==> src/hdl/tvs_pkg.sv <==
// ----------------------------------------------------------------------------
// tvs_pkg: shared types and constants of the trilinear voxel sampler
// Holds the fixed field widths, the item and register codes, and the
// per-sample neighbour descriptor that travels down the pipeline.
// ----------------------------------------------------------------------------
package tvs_pkg;

  // Fixed field widths of the item and configuration ports.
  localparam int LEVEL_W   = 8;
  localparam int POS_W     = 15;
  localparam int WIDX_W    = 6;
  localparam int SIZE_W    = 7;
  localparam int CFG_W     = 8;
  localparam int CFG_IDX_W = 2;
  localparam int SAMPLE_W  = 16;

  // The result carries 8 fraction bits and saturates at 255.0.
  localparam int                  OUT_FRAC = 8;
  localparam logic [SAMPLE_W-1:0] OUT_MAX  = 16'd65280;

  // Item kinds.
  typedef enum logic {
    KIND_WRITE  = 1'b0,
    KIND_SAMPLE = 1'b1
  } kind_t;

  // Configuration register indexes.
  typedef enum logic [CFG_IDX_W-1:0] {
    REG_SIZE_X = 2'd0,
    REG_SIZE_Y = 2'd1,
    REG_SIZE_Z = 2'd2,
    REG_BOUND  = 2'd3
  } cfg_reg_t;

  // Neighbour descriptor: parity of the base voxel on each axis (bit 0 is x)
  // and, per axis, whether the lower [0] and upper [1] neighbour is inside.
  typedef struct packed {
    logic [2:0] parity;
    logic [1:0] vx;
    logic [1:0] vy;
    logic [1:0] vz;
  } tvs_corner_t;

endpackage

==> src/hdl/tvs_lerp.sv <==
// ----------------------------------------------------------------------------
// tvs_lerp: interpolation pipeline
// Picks the eight corners from the banks, blends along x, y and z in three
// registered stages at full precision, then rounds half up and saturates, or widens.
// ----------------------------------------------------------------------------
module tvs_lerp import tvs_pkg::*; #(
  parameter int FRAC_BITS = 8
) (
  input  logic                          clk,
  input  logic                          rst_n,
  input  logic                          vox_valid,
  input  tvs_corner_t                   vox_corner,
  input  logic [2:0][FRAC_BITS-1:0]     vox_frac,
  input  logic [7:0][LEVEL_W-1:0]       vox_data,
  input  logic [LEVEL_W-1:0]            bound,
  output logic                          out_valid,
  output logic [SAMPLE_W-1:0]           out_level
);

  localparam int F  = FRAC_BITS;
  localparam int W1 = LEVEL_W + F;
  localparam int W2 = LEVEL_W + 2 * F;
  localparam int W3 = LEVEL_W + 3 * F;

  logic [2:0]          bank_lo, bank_hi;
  logic [LEVEL_W-1:0]  va, vb;
  logic [F:0]          wx, wy, wz;
  logic [1:0]          jsel;

  logic                v1_r, v2_r, v3_r, out_valid_r;
  logic [3:0][W1-1:0]  cx_r, cx_nxt;
  logic [1:0][W2-1:0]  cy_r, cy_nxt;
  logic [W3-1:0]       total_r, total_nxt;
  logic [F-1:0]        fy1_r, fz1_r, fz2_r;
  logic [SAMPLE_W-1:0] level_r, level_nxt;

  // Stage x: corner pick and blend along x, one result per (y, z) pair.
  always_comb begin
    wx      = {1'b1, {F{1'b0}}} - {1'b0, vox_frac[0]};
    jsel    = 2'd0;
    bank_lo = 3'd0;
    bank_hi = 3'd0;
    va      = '0;
    vb      = '0;
    for (int j = 0; j < 4; j++) begin
      jsel    = 2'(j);
      bank_lo = {vox_corner.parity[2] ^ jsel[1], vox_corner.parity[1] ^ jsel[0],
                 vox_corner.parity[0]};
      bank_hi = {bank_lo[2:1], ~bank_lo[0]};
      va = (vox_corner.vx[0] && vox_corner.vy[jsel[0]] && vox_corner.vz[jsel[1]]) ?
           vox_data[bank_lo] : bound;
      vb = (vox_corner.vx[1] && vox_corner.vy[jsel[0]] && vox_corner.vz[jsel[1]]) ?
           vox_data[bank_hi] : bound;
      cx_nxt[j] = W1'(va) * W1'(wx) + W1'(vb) * W1'(vox_frac[0]);
    end
  end

  // Stage y: blend along y for both z planes.
  always_comb begin
    wy        = {1'b1, {F{1'b0}}} - {1'b0, fy1_r};
    cy_nxt[0] = W2'(cx_r[0]) * W2'(wy) + W2'(cx_r[1]) * W2'(fy1_r);
    cy_nxt[1] = W2'(cx_r[2]) * W2'(wy) + W2'(cx_r[3]) * W2'(fy1_r);
  end

  // Stage z: final blend, 3*F fraction bits.
  always_comb begin
    wz        = {1'b1, {F{1'b0}}} - {1'b0, fz2_r};
    total_nxt = W3'(cy_r[0]) * W3'(wz) + W3'(cy_r[1]) * W3'(fz2_r);
  end

  // Output stage: round half up to 8 fraction bits, or widen when shorter.
  if (3 * F > OUT_FRAC) begin : g_round
    localparam int S = 3 * F - OUT_FRAC;
    logic [W3:0] biased;
    logic [W3:0] rounded;

    always_comb begin
      biased    = {1'b0, total_r} + ({{W3{1'b0}}, 1'b1} << (S - 1));
      rounded   = biased >> S;
      level_nxt = (rounded > (W3 + 1)'(OUT_MAX)) ? OUT_MAX : SAMPLE_W'(rounded);
    end
  end else begin : g_widen
    always_comb begin
      level_nxt = SAMPLE_W'(total_r) << (OUT_FRAC - 3 * F);
    end
  end

  // Valid bits of the four stages.
  always_ff @(posedge clk) begin
    if (!rst_n) begin
      v1_r        <= 1'b0;
      v2_r        <= 1'b0;
      v3_r        <= 1'b0;
      out_valid_r <= 1'b0;
    end else begin
      v1_r        <= vox_valid;
      v2_r        <= v1_r;
      v3_r        <= v2_r;
      out_valid_r <= v3_r;
    end
  end

  // Data of the four stages, fractions delayed to meet their stage.
  always_ff @(posedge clk) begin
    cx_r    <= cx_nxt;
    fy1_r   <= vox_frac[1];
    fz1_r   <= vox_frac[2];
    cy_r    <= cy_nxt;
    fz2_r   <= fz1_r;
    total_r <= total_nxt;
    level_r <= level_nxt;
  end

  assign out_valid = out_valid_r;
  assign out_level = level_r;

endmodule
==> config.mk <==
export PLATFORM = sky130hd
export DESIGN_NAME = tvs_lerp
export DESIGN_NICKNAME = d
export VERILOG_FILES = /design/src/hdl/tvs_pkg.sv /design/src/hdl/tvs_lerp.sv
export SDC_FILE = /design/constraint.sdc
export NUM_CORES = 2
export LEC_CHECK = 0
export ABC_AREA = 0
export BUFFER_PORTS_ARGS = -buffer_cell sky130_fd_sc_hd__buf_2
export CORE_AREA = 2 2 398 400
export DETAILED_ROUTE_END_ITERATION = 7
export DIE_AREA = 0 0 400 402
export GPL_TIMING_DRIVEN = 0
export HOLD_SLACK_MARGIN = 0.08
export REMOVE_ABC_BUFFERS = 1
export SYNTH_ARGS = -nofsm -noshare
export SYNTH_HDL_FRONTEND = slang
export SYNTH_SLANG_ARGS = --single-unit
export TNS_END_PERCENT = 100
==> constraint.sdc <==
create_clock -name clk -period 10.7 [get_ports clk]
set_clock_uncertainty 0.15 [all_clocks]
set_input_delay 3.21 -clock clk [delete_from_list [all_inputs] [get_ports clk]]
set_output_delay 3.21 -clock clk [all_outputs]
set_load 0.01 [all_outputs]
==> impl_metrics.py <==
metrics = {
    "critical_path": {
        "cp-endpoint": "cx_r[47]",
        "reg2reg_slack_ns": 2.09,
        "critPathBufInv": 9,
        "cpMaxStageDelayCell": "fa_1",
        "critPathKind": "input port to flip-flop",
        "cp_top_family": "adder cells",
        "timing.rr.end": "total_r[25]",
        "startpoint": "vox_frac[1]",
        "arrival_ns": 10.60,
        "critPathMaxFanout": 17,
        "worstSetupStartpointType": "input port",
        "worstPathRequired_ns": 10.89,
        "endpoint_kind": "flip-flop",
        "path_depth": 27,
        "r2r_cells": 27,
        "r2r_start": "fz2_r[1]",
        "max_stage_delay_ns": 0.59,
    },
    "timing": {
        "fin_crit_sh_pct": 97.3,
        "worst_pin_slew_ns": 1.50,
        "min_period_ns": 10.41,
        "final-setup-viol-count": 0,
        "fin_hold_ws_ns": 0.184,
        "maxSlewHeadroom_pct": 0.164,
        "setup_ws_ns": 0.285,
        "rsz0062_at_grt": "false",
        "slew_viol_final": 0,
        "fmax_mhz": 96.0,
        "finalHoldViolations": 0,
    },
    "worst_hold_path": {
        "min_from": "fz1_r[4]",
        "holdPathStages": 0,
        "min_path_type": "flip-flop to flip-flop",
    },
    "logic_synthesis": {
        "ys_async_sr_fraction_pct": 0,
        "yosys.area.top_type_share_pct": 43.6,
        "avgSynthCellArea_um2": 8.98,
        "synthTopCellsByCount": "1551 x inv_1, 1186 x fa_1, 814 x nand2_1",
        "synth_edf_count": 0,
        "synthCells": 6062,
        "ys_seq_area_share_pct": 6.36,
        "ys_ff_latch": 173,
        "synth_area_mm2": 0.0545,
        "yosysTopAreaCell": "fa_1",
        "ys_warn_count": 0,
        "synth_area_leaders": "fa_1 44%, ha_1 11%, inv_1 11%",
        "synth.distinct_cells": 66,
        "synth.most_common_cell": "inv_1",
        "ys.flop_type": "dfxtp_1",
    },
    "job": {
        "max_cap_violations": 1,
    },
    "routing": {
        "drcViolationCount": 0,
        "drt_iter0_drc": 2174,
        "vias": 38815,
        "dr.pass1.iters": 7,
        "avgViaCountPerCell": 4.79,
        "post_drt_wl_per_cell_um": 17.1,
        "ant_nets": 0,
        "wl_um": 139000,
    },
    "final_layout": {
        "multi_input_comb_area_mm2": 0.0445,
        "area_growth_pct": 7.13,
        "post-route-cell-area_mm2": 0.0583,
        "final_cells": 8102,
        "drive_gt1_share_pct": 5.27,
        "n_fill_cell": 15989,
        "area.sequential_mm2": 0.00348,
        "finalNetCount": 7799,
    },
    "global_route": {
        "grt_pass1_wl_um": 229000,
        "track_usage_pct": 17.9,
        "grt_pass1_vias": 42249,
        "antenna_found_initial": 5,
        "grt_max_degree": 67,
        "grt-ovfl-total": 0,
    },
    "clock_tree": {
        "cts_made_buffers": 17,
        "clkTransAtPathRegs_ns": 0.08,
        "cts_tree": "done",
        "clockBufferDepth": 2,
        "cts.sinks": 173,
        "htreeDepth": 4,
        "cts_root_buf": "clkbuf_16",
        "clock_latency_ns": 0.49,
    },
    "placement": {
        "dp_slack_ns": -1.71,
        "numPlacedInstances": 8057,
        "placed_cell_area_mm2": 0.0575,
        "io_buffers": 124,
        "dpl.hpwl_um": 114000,
        "finalWeightedCongestion": 0.912,
    },
    "floorplanning": {
        "die_w_um": 400,
        "ios": 125,
        "coreArea_mm2": 0.157,
        "die_h_um": 402,
        "rows": 146,
        "die-area_mm2": 0.161,
        "start_util_pct": 34.7,
    },
    "status": {
        "violations": "capacitance limit",
        "outcome": "finished with violations",
    },
}
metrics by stage:
stage	utilization [%]	TNS, ns
global placement	36.1	-144.47
global route	37.1	0
detailed placement	36.6	-39.75
finish	37.1	0
CTS	37.0	0
floorplan	-	0
flip-flops by register name (all words and copies together), names as in the netlist:
register	flops
fz1_r	8
cy_r	48
fz2_r	8
cx_r	64
v2_r	1
out_valid	1
total_r	17
v3_r	1
v1_r	1
fy1_r	8
out_level	16
worst min-delay path by stage:
stage / to / slack (ns)
after detailed placement: fz2_r[2] / 0.17
after floorplan: fz2_r[0] / 0.16
after global routing: fz2_r[4] / 0.18
after global placement: fz2_r[2] / 0.16
final: fz2_r[4] / 0.18
after CTS: fz2_r[4] / 0.18
area by class of cell:
class                   count  share of cell area, %
well taps                2072                   4.44
multi-input cells        4106                   76.3
clock buffers              17                  0.729
clock inverters            15                  0.341
repair buffers            165                   2.16
diodes                      1                0.00429
repair inverters            1                0.00858
flip-flops and latches    173                   5.96
inverters                1552                   10.0
cell families after synthesis:
kind of cell               count (synthesis)  synth area share [%]
AOI/OAI and AO/OA                        288                  3.34
xor gates and xnor gates                 185                  2.98
muxes                                    129                  3.84
adders and majority gates               1675                  54.8
and+or+nand+nor                         1828                  16.3
DFF                                      173                  6.36
buffers and inverters                   1784                  12.4
what timing repair did:
action | in CTS | in global routing
gates cloned | 1 | 1
setup endpoints to repair | 32 | 10
gates resized for setup | 6 | 7
pin swaps | 0 | 3
hold buffers | 0 | 0
setup buffers | 0 | 9
placed cells by master (no fill, tap or decap), types with 12 or more instances in the layout:
master / count
a21o_1: 29
a21oi_1: 82
and2_1: 573
buf_2: 120
buf_4: 12
clkbuf_16: 17
dfxtp_1: 164
fa_1: 1186
ha_1: 489
inv_1: 1550
mux2i_1: 65
mux4_2: 64
nand2_1: 814
nand2b_1: 52
nand3_1: 37
nor2_1: 186
nor2b_1: 84
nor3_1: 33
o21a_1: 30
o21ai_0: 39
o21ai_1: 38
xnor2_1: 119
xor2_1: 45
metal layers:
metal / wire [um] / up-vias / GRT usage [%]
li1: - / 17621 / -
met1: 61400 / 19948 / 24.1
met2: 66900 / 1081 / 30.4
met3: 6990 / 159 / 2.07
met4: 3430 / 6 / 4.53
met5: 30 / - / 0
Power is left out: the tool's default activity adds up to more than one toggle a clock period on the data nets, which glitch-free logic cannot reach.
