### src/hdl/tvs_pkg.sv
// ----------------------------------------------------------------------------
// tvs_pkg: shared types and constants of the trilinear voxel sampler
// Holds the fixed field widths, the item and register codes, and the
// per-sample neighbour descriptor that travels down the pipeline.
// ----------------------------------------------------------------------------
package tvs_pkg;

  // Fixed field widths of the item and configuration ports.
  localparam int LEVEL_W   = 8;
  localparam int POS_W     = 15;
  localparam int WIDX_W    = 6;
  localparam int SIZE_W    = 7;
  localparam int CFG_W     = 8;
  localparam int CFG_IDX_W = 2;
  localparam int SAMPLE_W  = 16;

  // The result carries 8 fraction bits and saturates at 255.0.
  localparam int                  OUT_FRAC = 8;
  localparam logic [SAMPLE_W-1:0] OUT_MAX  = 16'd65280;

  // Item kinds.
  typedef enum logic {
    KIND_WRITE  = 1'b0,
    KIND_SAMPLE = 1'b1
  } kind_t;

  // Configuration register indexes.
  typedef enum logic [CFG_IDX_W-1:0] {
    REG_SIZE_X = 2'd0,
    REG_SIZE_Y = 2'd1,
    REG_SIZE_Z = 2'd2,
    REG_BOUND  = 2'd3
  } cfg_reg_t;

  // Neighbour descriptor: parity of the base voxel on each axis (bit 0 is x)
  // and, per axis, whether the lower [0] and upper [1] neighbour is inside.
  typedef struct packed {
    logic [2:0] parity;
    logic [1:0] vx;
    logic [1:0] vy;
    logic [1:0] vz;
  } tvs_corner_t;

endpackage

### src/hdl/tvs_addr.sv
// ----------------------------------------------------------------------------
// tvs_addr: point decode stage
// Floors the sample point, checks each neighbour against the configured
// volume and forms one read address per parity bank; decodes voxel writes.
// ----------------------------------------------------------------------------
module tvs_addr import tvs_pkg::*; #(
  parameter int MAX_DIM   = 64,
  parameter int FRAC_BITS = 8,
  parameter int HW        = 5
) (
  input  logic                          clk,
  input  logic                          rst_n,
  input  logic                          in_valid,
  input  logic                          in_kind,
  input  logic [POS_W-1:0]              in_pos_x,
  input  logic [POS_W-1:0]              in_pos_y,
  input  logic [POS_W-1:0]              in_pos_z,
  input  logic [WIDX_W-1:0]             in_write_x,
  input  logic [WIDX_W-1:0]             in_write_y,
  input  logic [WIDX_W-1:0]             in_write_z,
  input  logic [LEVEL_W-1:0]            in_write_level,
  input  logic [SIZE_W-1:0]             size_x,
  input  logic [SIZE_W-1:0]             size_y,
  input  logic [SIZE_W-1:0]             size_z,
  output logic                          rd_valid,
  output tvs_corner_t                   rd_corner,
  output logic [2:0][FRAC_BITS-1:0]     rd_frac,
  output logic [7:0][3*HW-1:0]          rd_addr,
  output logic                          wr_en,
  output logic [2:0]                    wr_bank,
  output logic [3*HW-1:0]               wr_addr,
  output logic [LEVEL_W-1:0]            wr_level
);

  localparam int AW = 3 * HW;

  logic [POS_W-1:0]         pos_in   [3];
  logic [SIZE_W-1:0]        size_in  [3];
  logic signed [31:0]       pos_ext  [3];
  logic signed [16:0]       lo_c     [3];
  logic signed [16:0]       hi_c     [3];
  logic signed [16:0]       lim      [3];
  logic [HW-1:0]            half_ev  [3];
  logic [HW-1:0]            half_od  [3];
  logic [1:0]               in_vol   [3];
  logic [2:0]               bsel;
  logic                     in_store;

  logic                     rd_valid_r, rd_valid_nxt;
  tvs_corner_t              corner_r, corner_nxt;
  logic [2:0][FRAC_BITS-1:0] frac_r, frac_nxt;
  logic [7:0][AW-1:0]       rd_addr_r, rd_addr_nxt;
  logic                     wr_en_r, wr_en_nxt;
  logic [2:0]               wr_bank_r;
  logic [AW-1:0]            wr_addr_r;
  logic [LEVEL_W-1:0]       wr_level_r;

  assign pos_in[0]  = in_pos_x;
  assign pos_in[1]  = in_pos_y;
  assign pos_in[2]  = in_pos_z;
  assign size_in[0] = size_x;
  assign size_in[1] = size_y;
  assign size_in[2] = size_z;

  // Per axis: floor, fraction, neighbour range checks and bank half indexes.
  // The even bank holds the lower neighbour when the base is even and the
  // upper one when it is odd; in both cases its half index is (base+1)/2.
  always_comb begin
    for (int i = 0; i < 3; i++) begin
      pos_ext[i]  = 32'(signed'(pos_in[i]));
      lo_c[i]     = 17'(pos_ext[i] >>> FRAC_BITS);
      hi_c[i]     = lo_c[i] + 17'sd1;
      lim[i]      = (17'(size_in[i]) > 17'(MAX_DIM)) ? 17'(MAX_DIM) : 17'(size_in[i]);
      in_vol[i][0] = (lo_c[i] >= 17'sd0) && (lo_c[i] < lim[i]);
      in_vol[i][1] = (hi_c[i] >= 17'sd0) && (hi_c[i] < lim[i]);
      half_ev[i]  = HW'(hi_c[i] >>> 1);
      half_od[i]  = HW'(lo_c[i] >>> 1);
      frac_nxt[i] = pos_ext[i][FRAC_BITS-1:0];
    end
  end

  // One read address per parity bank, {z, y, x} half indexes.
  always_comb begin
    bsel = 3'd0;
    for (int b = 0; b < 8; b++) begin
      bsel = 3'(b);
      rd_addr_nxt[b] = {bsel[2] ? half_od[2] : half_ev[2],
                        bsel[1] ? half_od[1] : half_ev[1],
                        bsel[0] ? half_od[0] : half_ev[0]};
    end
  end

  always_comb begin
    corner_nxt.parity = {lo_c[2][0], lo_c[1][0], lo_c[0][0]};
    corner_nxt.vx     = in_vol[0];
    corner_nxt.vy     = in_vol[1];
    corner_nxt.vz     = in_vol[2];
  end

  // Writes with an index beyond the store are dropped.
  assign in_store = (11'(in_write_x) < 11'(MAX_DIM)) &&
                    (11'(in_write_y) < 11'(MAX_DIM)) &&
                    (11'(in_write_z) < 11'(MAX_DIM));

  assign rd_valid_nxt = in_valid && (in_kind == KIND_SAMPLE);
  assign wr_en_nxt    = in_valid && (in_kind == KIND_WRITE) && in_store;

  // Control registers.
  always_ff @(posedge clk) begin
    if (!rst_n) begin
      rd_valid_r <= 1'b0;
      wr_en_r    <= 1'b0;
    end else begin
      rd_valid_r <= rd_valid_nxt;
      wr_en_r    <= wr_en_nxt;
    end
  end

  // Payload registers.
  always_ff @(posedge clk) begin
    corner_r   <= corner_nxt;
    frac_r     <= frac_nxt;
    rd_addr_r  <= rd_addr_nxt;
    wr_bank_r  <= {in_write_z[0], in_write_y[0], in_write_x[0]};
    wr_addr_r  <= {HW'(in_write_z >> 1), HW'(in_write_y >> 1), HW'(in_write_x >> 1)};
    wr_level_r <= in_write_level;
  end

  assign rd_valid  = rd_valid_r;
  assign rd_corner = corner_r;
  assign rd_frac   = frac_r;
  assign rd_addr   = rd_addr_r;
  assign wr_en     = wr_en_r;
  assign wr_bank   = wr_bank_r;
  assign wr_addr   = wr_addr_r;
  assign wr_level  = wr_level_r;

endmodule

### config.mk
export PLATFORM = sky130hd
export DESIGN_NAME = tvs_addr
export DESIGN_NICKNAME = d
export VERILOG_FILES = /design/src/hdl/tvs_pkg.sv /design/src/hdl/tvs_addr.sv
export SDC_FILE = /design/constraint.sdc
export NUM_CORES = 1
export LEC_CHECK = 0
export BUFFER_PORTS_ARGS = -buffer_cell sky130_fd_sc_hd__buf_2
export CAP_MARGIN = 20
export CORE_MARGIN = 3
export CORE_UTILIZATION = 30
export CTS_CLUSTER_DIAMETER = 120
export DETAILED_ROUTE_END_ITERATION = 8
export SLEW_MARGIN = 20
export SYNTH_ARGS = -nofsm -noshare
export SYNTH_HDL_FRONTEND = slang
export SYNTH_SLANG_ARGS = --single-unit
### constraint.sdc
create_clock -name clk -period 3.9 [get_ports clk]
set_clock_uncertainty 0.15 [all_clocks]
set_input_delay 0.585 -clock clk [delete_from_list [all_inputs] [get_ports clk]]
set_output_delay 0.585 -clock clk [all_outputs]
set_load 0.05 [all_outputs]
==> qor.txt <==
Max clock buf depth: 2
Reg clk slew, reported paths: 70 ps
Resize count post-CTS: 0
Worst Setup EP: rd_corner[5]
CTS root buf: clkbuf_16
HP Class: in2reg
Synth Warn #: 0
peak supply drop: 0.288 mV
status: completed
RePlAce Congestion: 0.868
Worst Setup SP: in_pos_x[8]
Worst path depth: 8
Crit Path Max Fanout: 6
worst slew pin tran: 293 ps
first-pass GRT wire length: 13500 um
DRT Wirelength: 9390 um
syn nets: 464
Synth Instances: 329
slowest CP cell: a2111oi_2
clk sink count: 91
Initial Util: 31.4%
startpoint types: input pin
syn_area_per_cell: 11.1 um^2
CP Data Arrival Time: 2140 ps
Mapped Area: 3660 um^2
cell mode on critical path: ha_1
die width: 117 um
layout cells sized above 1: 56.3%
gr ovfl total: 0
Setup TNS Final: 0 ps
top cell family by delay on the critical path: adder cells
Vert. Die Dim: 117 um
Slew headroom: 80.3%
Critical Path RT: 3990 ps
fin worst setup slack: 1850 ps
HPWL Detailed: 7860 um
DR pass1 iterations: 4
CTS buffer count: 9
mux share of post-synthesis cell area: 0%
flops & latches, synth: 91
sequential area share after synthesis: 49.7%
clock period minus worst slack: 2050 ps
CORE AREA: 11700 um^2
Max Cap Violations: 0
max incr delay on CP: 330 ps
Final Core Density: 41.6%
fin. max-slew vios: 0
compound-gate portion of the synthesized area: 6.52%
Synth Area in Simple Gates: 7.38%
fmax: 487 MHz
vias post-DR: 2875
# fillers: 1139
# hold bufs at CTS: 0
crit path kind: in2reg
setup violators final: 0
largest net degree at the start of global routing: 20
EDFF count, synth: 0
Vias per Instance: 4.27
Post-Synth Adder-Cell Area: 13.3%
pre-CTS WS: 1480 ps
Overall Global Routing Usage: 13.2%
Buffers & Inverters on Critical Path: 1
top_reg_cell synth: dfxtp_1
IO buf count: 276
vias in the first global route: 2662
Yosys cell types: 31
Rows: 39
diodes inserted: 0
worst hold slack: 184 ps
Setup crit end kind: flop
Initial DRC Count: 64
Area Growth Syn to Fin: 32.4%
Final Hold Fails: 0
CP Cell Sequence: buf_2 > ha_1 > and3_1 > nand3_1 > xnor2_1 > ha_1 > nor2b_1 > a2111oi_2
largest family of logic cells by synthesized area: buffers and inverters
leak pwr: 2.56 nW
CTS H-tree depth: 3
DRC: 0
fin nets: 661
fin crit share: 52.6%
Die ar.: 13600 um^2
FFs w/ async S/R, synth: 0%
XOR/XNOR Fraction of Synth Area: 3.59%
antenna-violating nets left: 0
IO Pins: 277
TritonCTS clock tree: done
initial antenna violation count: 1
PwrDens: 543 nW/um^2
post-DR wirelength/cell: 13.9 um
RSZ-0062 raised after global routing: false
setup bufs post-CTS: 0
-- report_power, final --
group	switching, mW	internal (mW)	leakage, nW
registers	0.0278	0.988	0.767
clock network	0.408	0.456	0.149
logic	0.583	0.171	1.64
total	1.02	1.61	2.56
-- per-layer routing --
metal	GRT usage [%]	wire length (um)	share of wire [%]
met5	0	13	0.14
met3	4.72	906	9.6
met1	15.2	3680	39
met4	6.88	179	1.9
met2	21.4	4610	49
-- placed cells by master, fill, tap and decap left out, drive strengths merged --
cell type,netlist,final
buf,90,276
o21a,2,2
ha,39,39
nand2,18,18
or3b,1,1
a221oi,2,2
and3,4,4
dfxtp,91,91
a21oi,7,7
inv,8,12
nor4,1,1
nor2b,1,1
nor3,2,2
a2111oi,1,1
o2111a,2,2
nand4,2,2
clkinv,2,5
o2111ai,3,3
a41o,1,1
a211oi,4,4
xor2,5,5
nand3b,2,2
nor2,8,8
nor4b,2,2
o21ai,5,5
xnor2,10,10
nand3,12,12
clkbuf,0,9
a21o,4,4
-- final cells by class --
cell class	count	area (um^2)	share of cell area [%]
clock buffers	9	225	4.64
clock inverters	7	76.3	1.57
inverters	10	37.5	0.774
multi-input cells	138	1130	23.3
flip-flops and latches	91	1820	37.6
well taps	143	179	3.69
repair buffers	276	1380	28.5
-- cell usage after synthesis, types with 4 or more instances --
cell      instances  area (um^2)
xnor2_1          10         87.6
nor2_1            8         30.0
nand3_1          12         60.1
a21o_1            4         30.0
dfxtp_1          91         1820
xor2_1            5         43.8
and3_1            4         25.0
a211oi_1          4         30.0
a21oi_1           7         35.0
inv_1             6         22.5
ha_1             39          488
nand2_1          18         67.6
buf_4            90          676
-- flip-flops by register name (all words and copies together) (netlist names) --
name       cells
rd_addr       30
rd_frac       24
wr_addr       15
rd_corner      9
wr_level       8
wr_bank        3
rd_valid       1
wr_en          1
-- stage by stage --
| stage | cells | power [mW] | area, um^2 |
|---|---|---|---|
| final | 674 | 2.63 | 4850 |
| after CTS | 674 | 2.68 | 4850 |
| after detailed placement | 658 | 1.80 | 4550 |
| after global placement | 658 | 1.79 | 4550 |
| after floorplan | 329 | 1.67 | 3660 |
| after global routing | 674 | 2.76 | 4850 |
-- kinds of logic after synthesis --
group,count (synthesis)
flops,91
fa+ha+maj,39
xor+xnor,15
buf+inv,100
compound gates,31
simple gates,53
-- worst min-delay path by stage --
stage	startpoint	endpoint	slack, ps	depth (start not counted)
after floorplan	in_pos_x[9]	rd_addr[15]	460	0
after global placement	in_pos_z[1]	rd_frac[17]	540	1
after detailed placement	in_pos_x[2]	rd_frac[2]	540	1
after CTS	in_pos_y[1]	rd_frac[9]	160	1
after global routing	in_pos_z[1]	rd_frac[17]	160	1
final	in_pos_z[1]	rd_frac[17]	180	1
(Power assumes the default switching activity.)
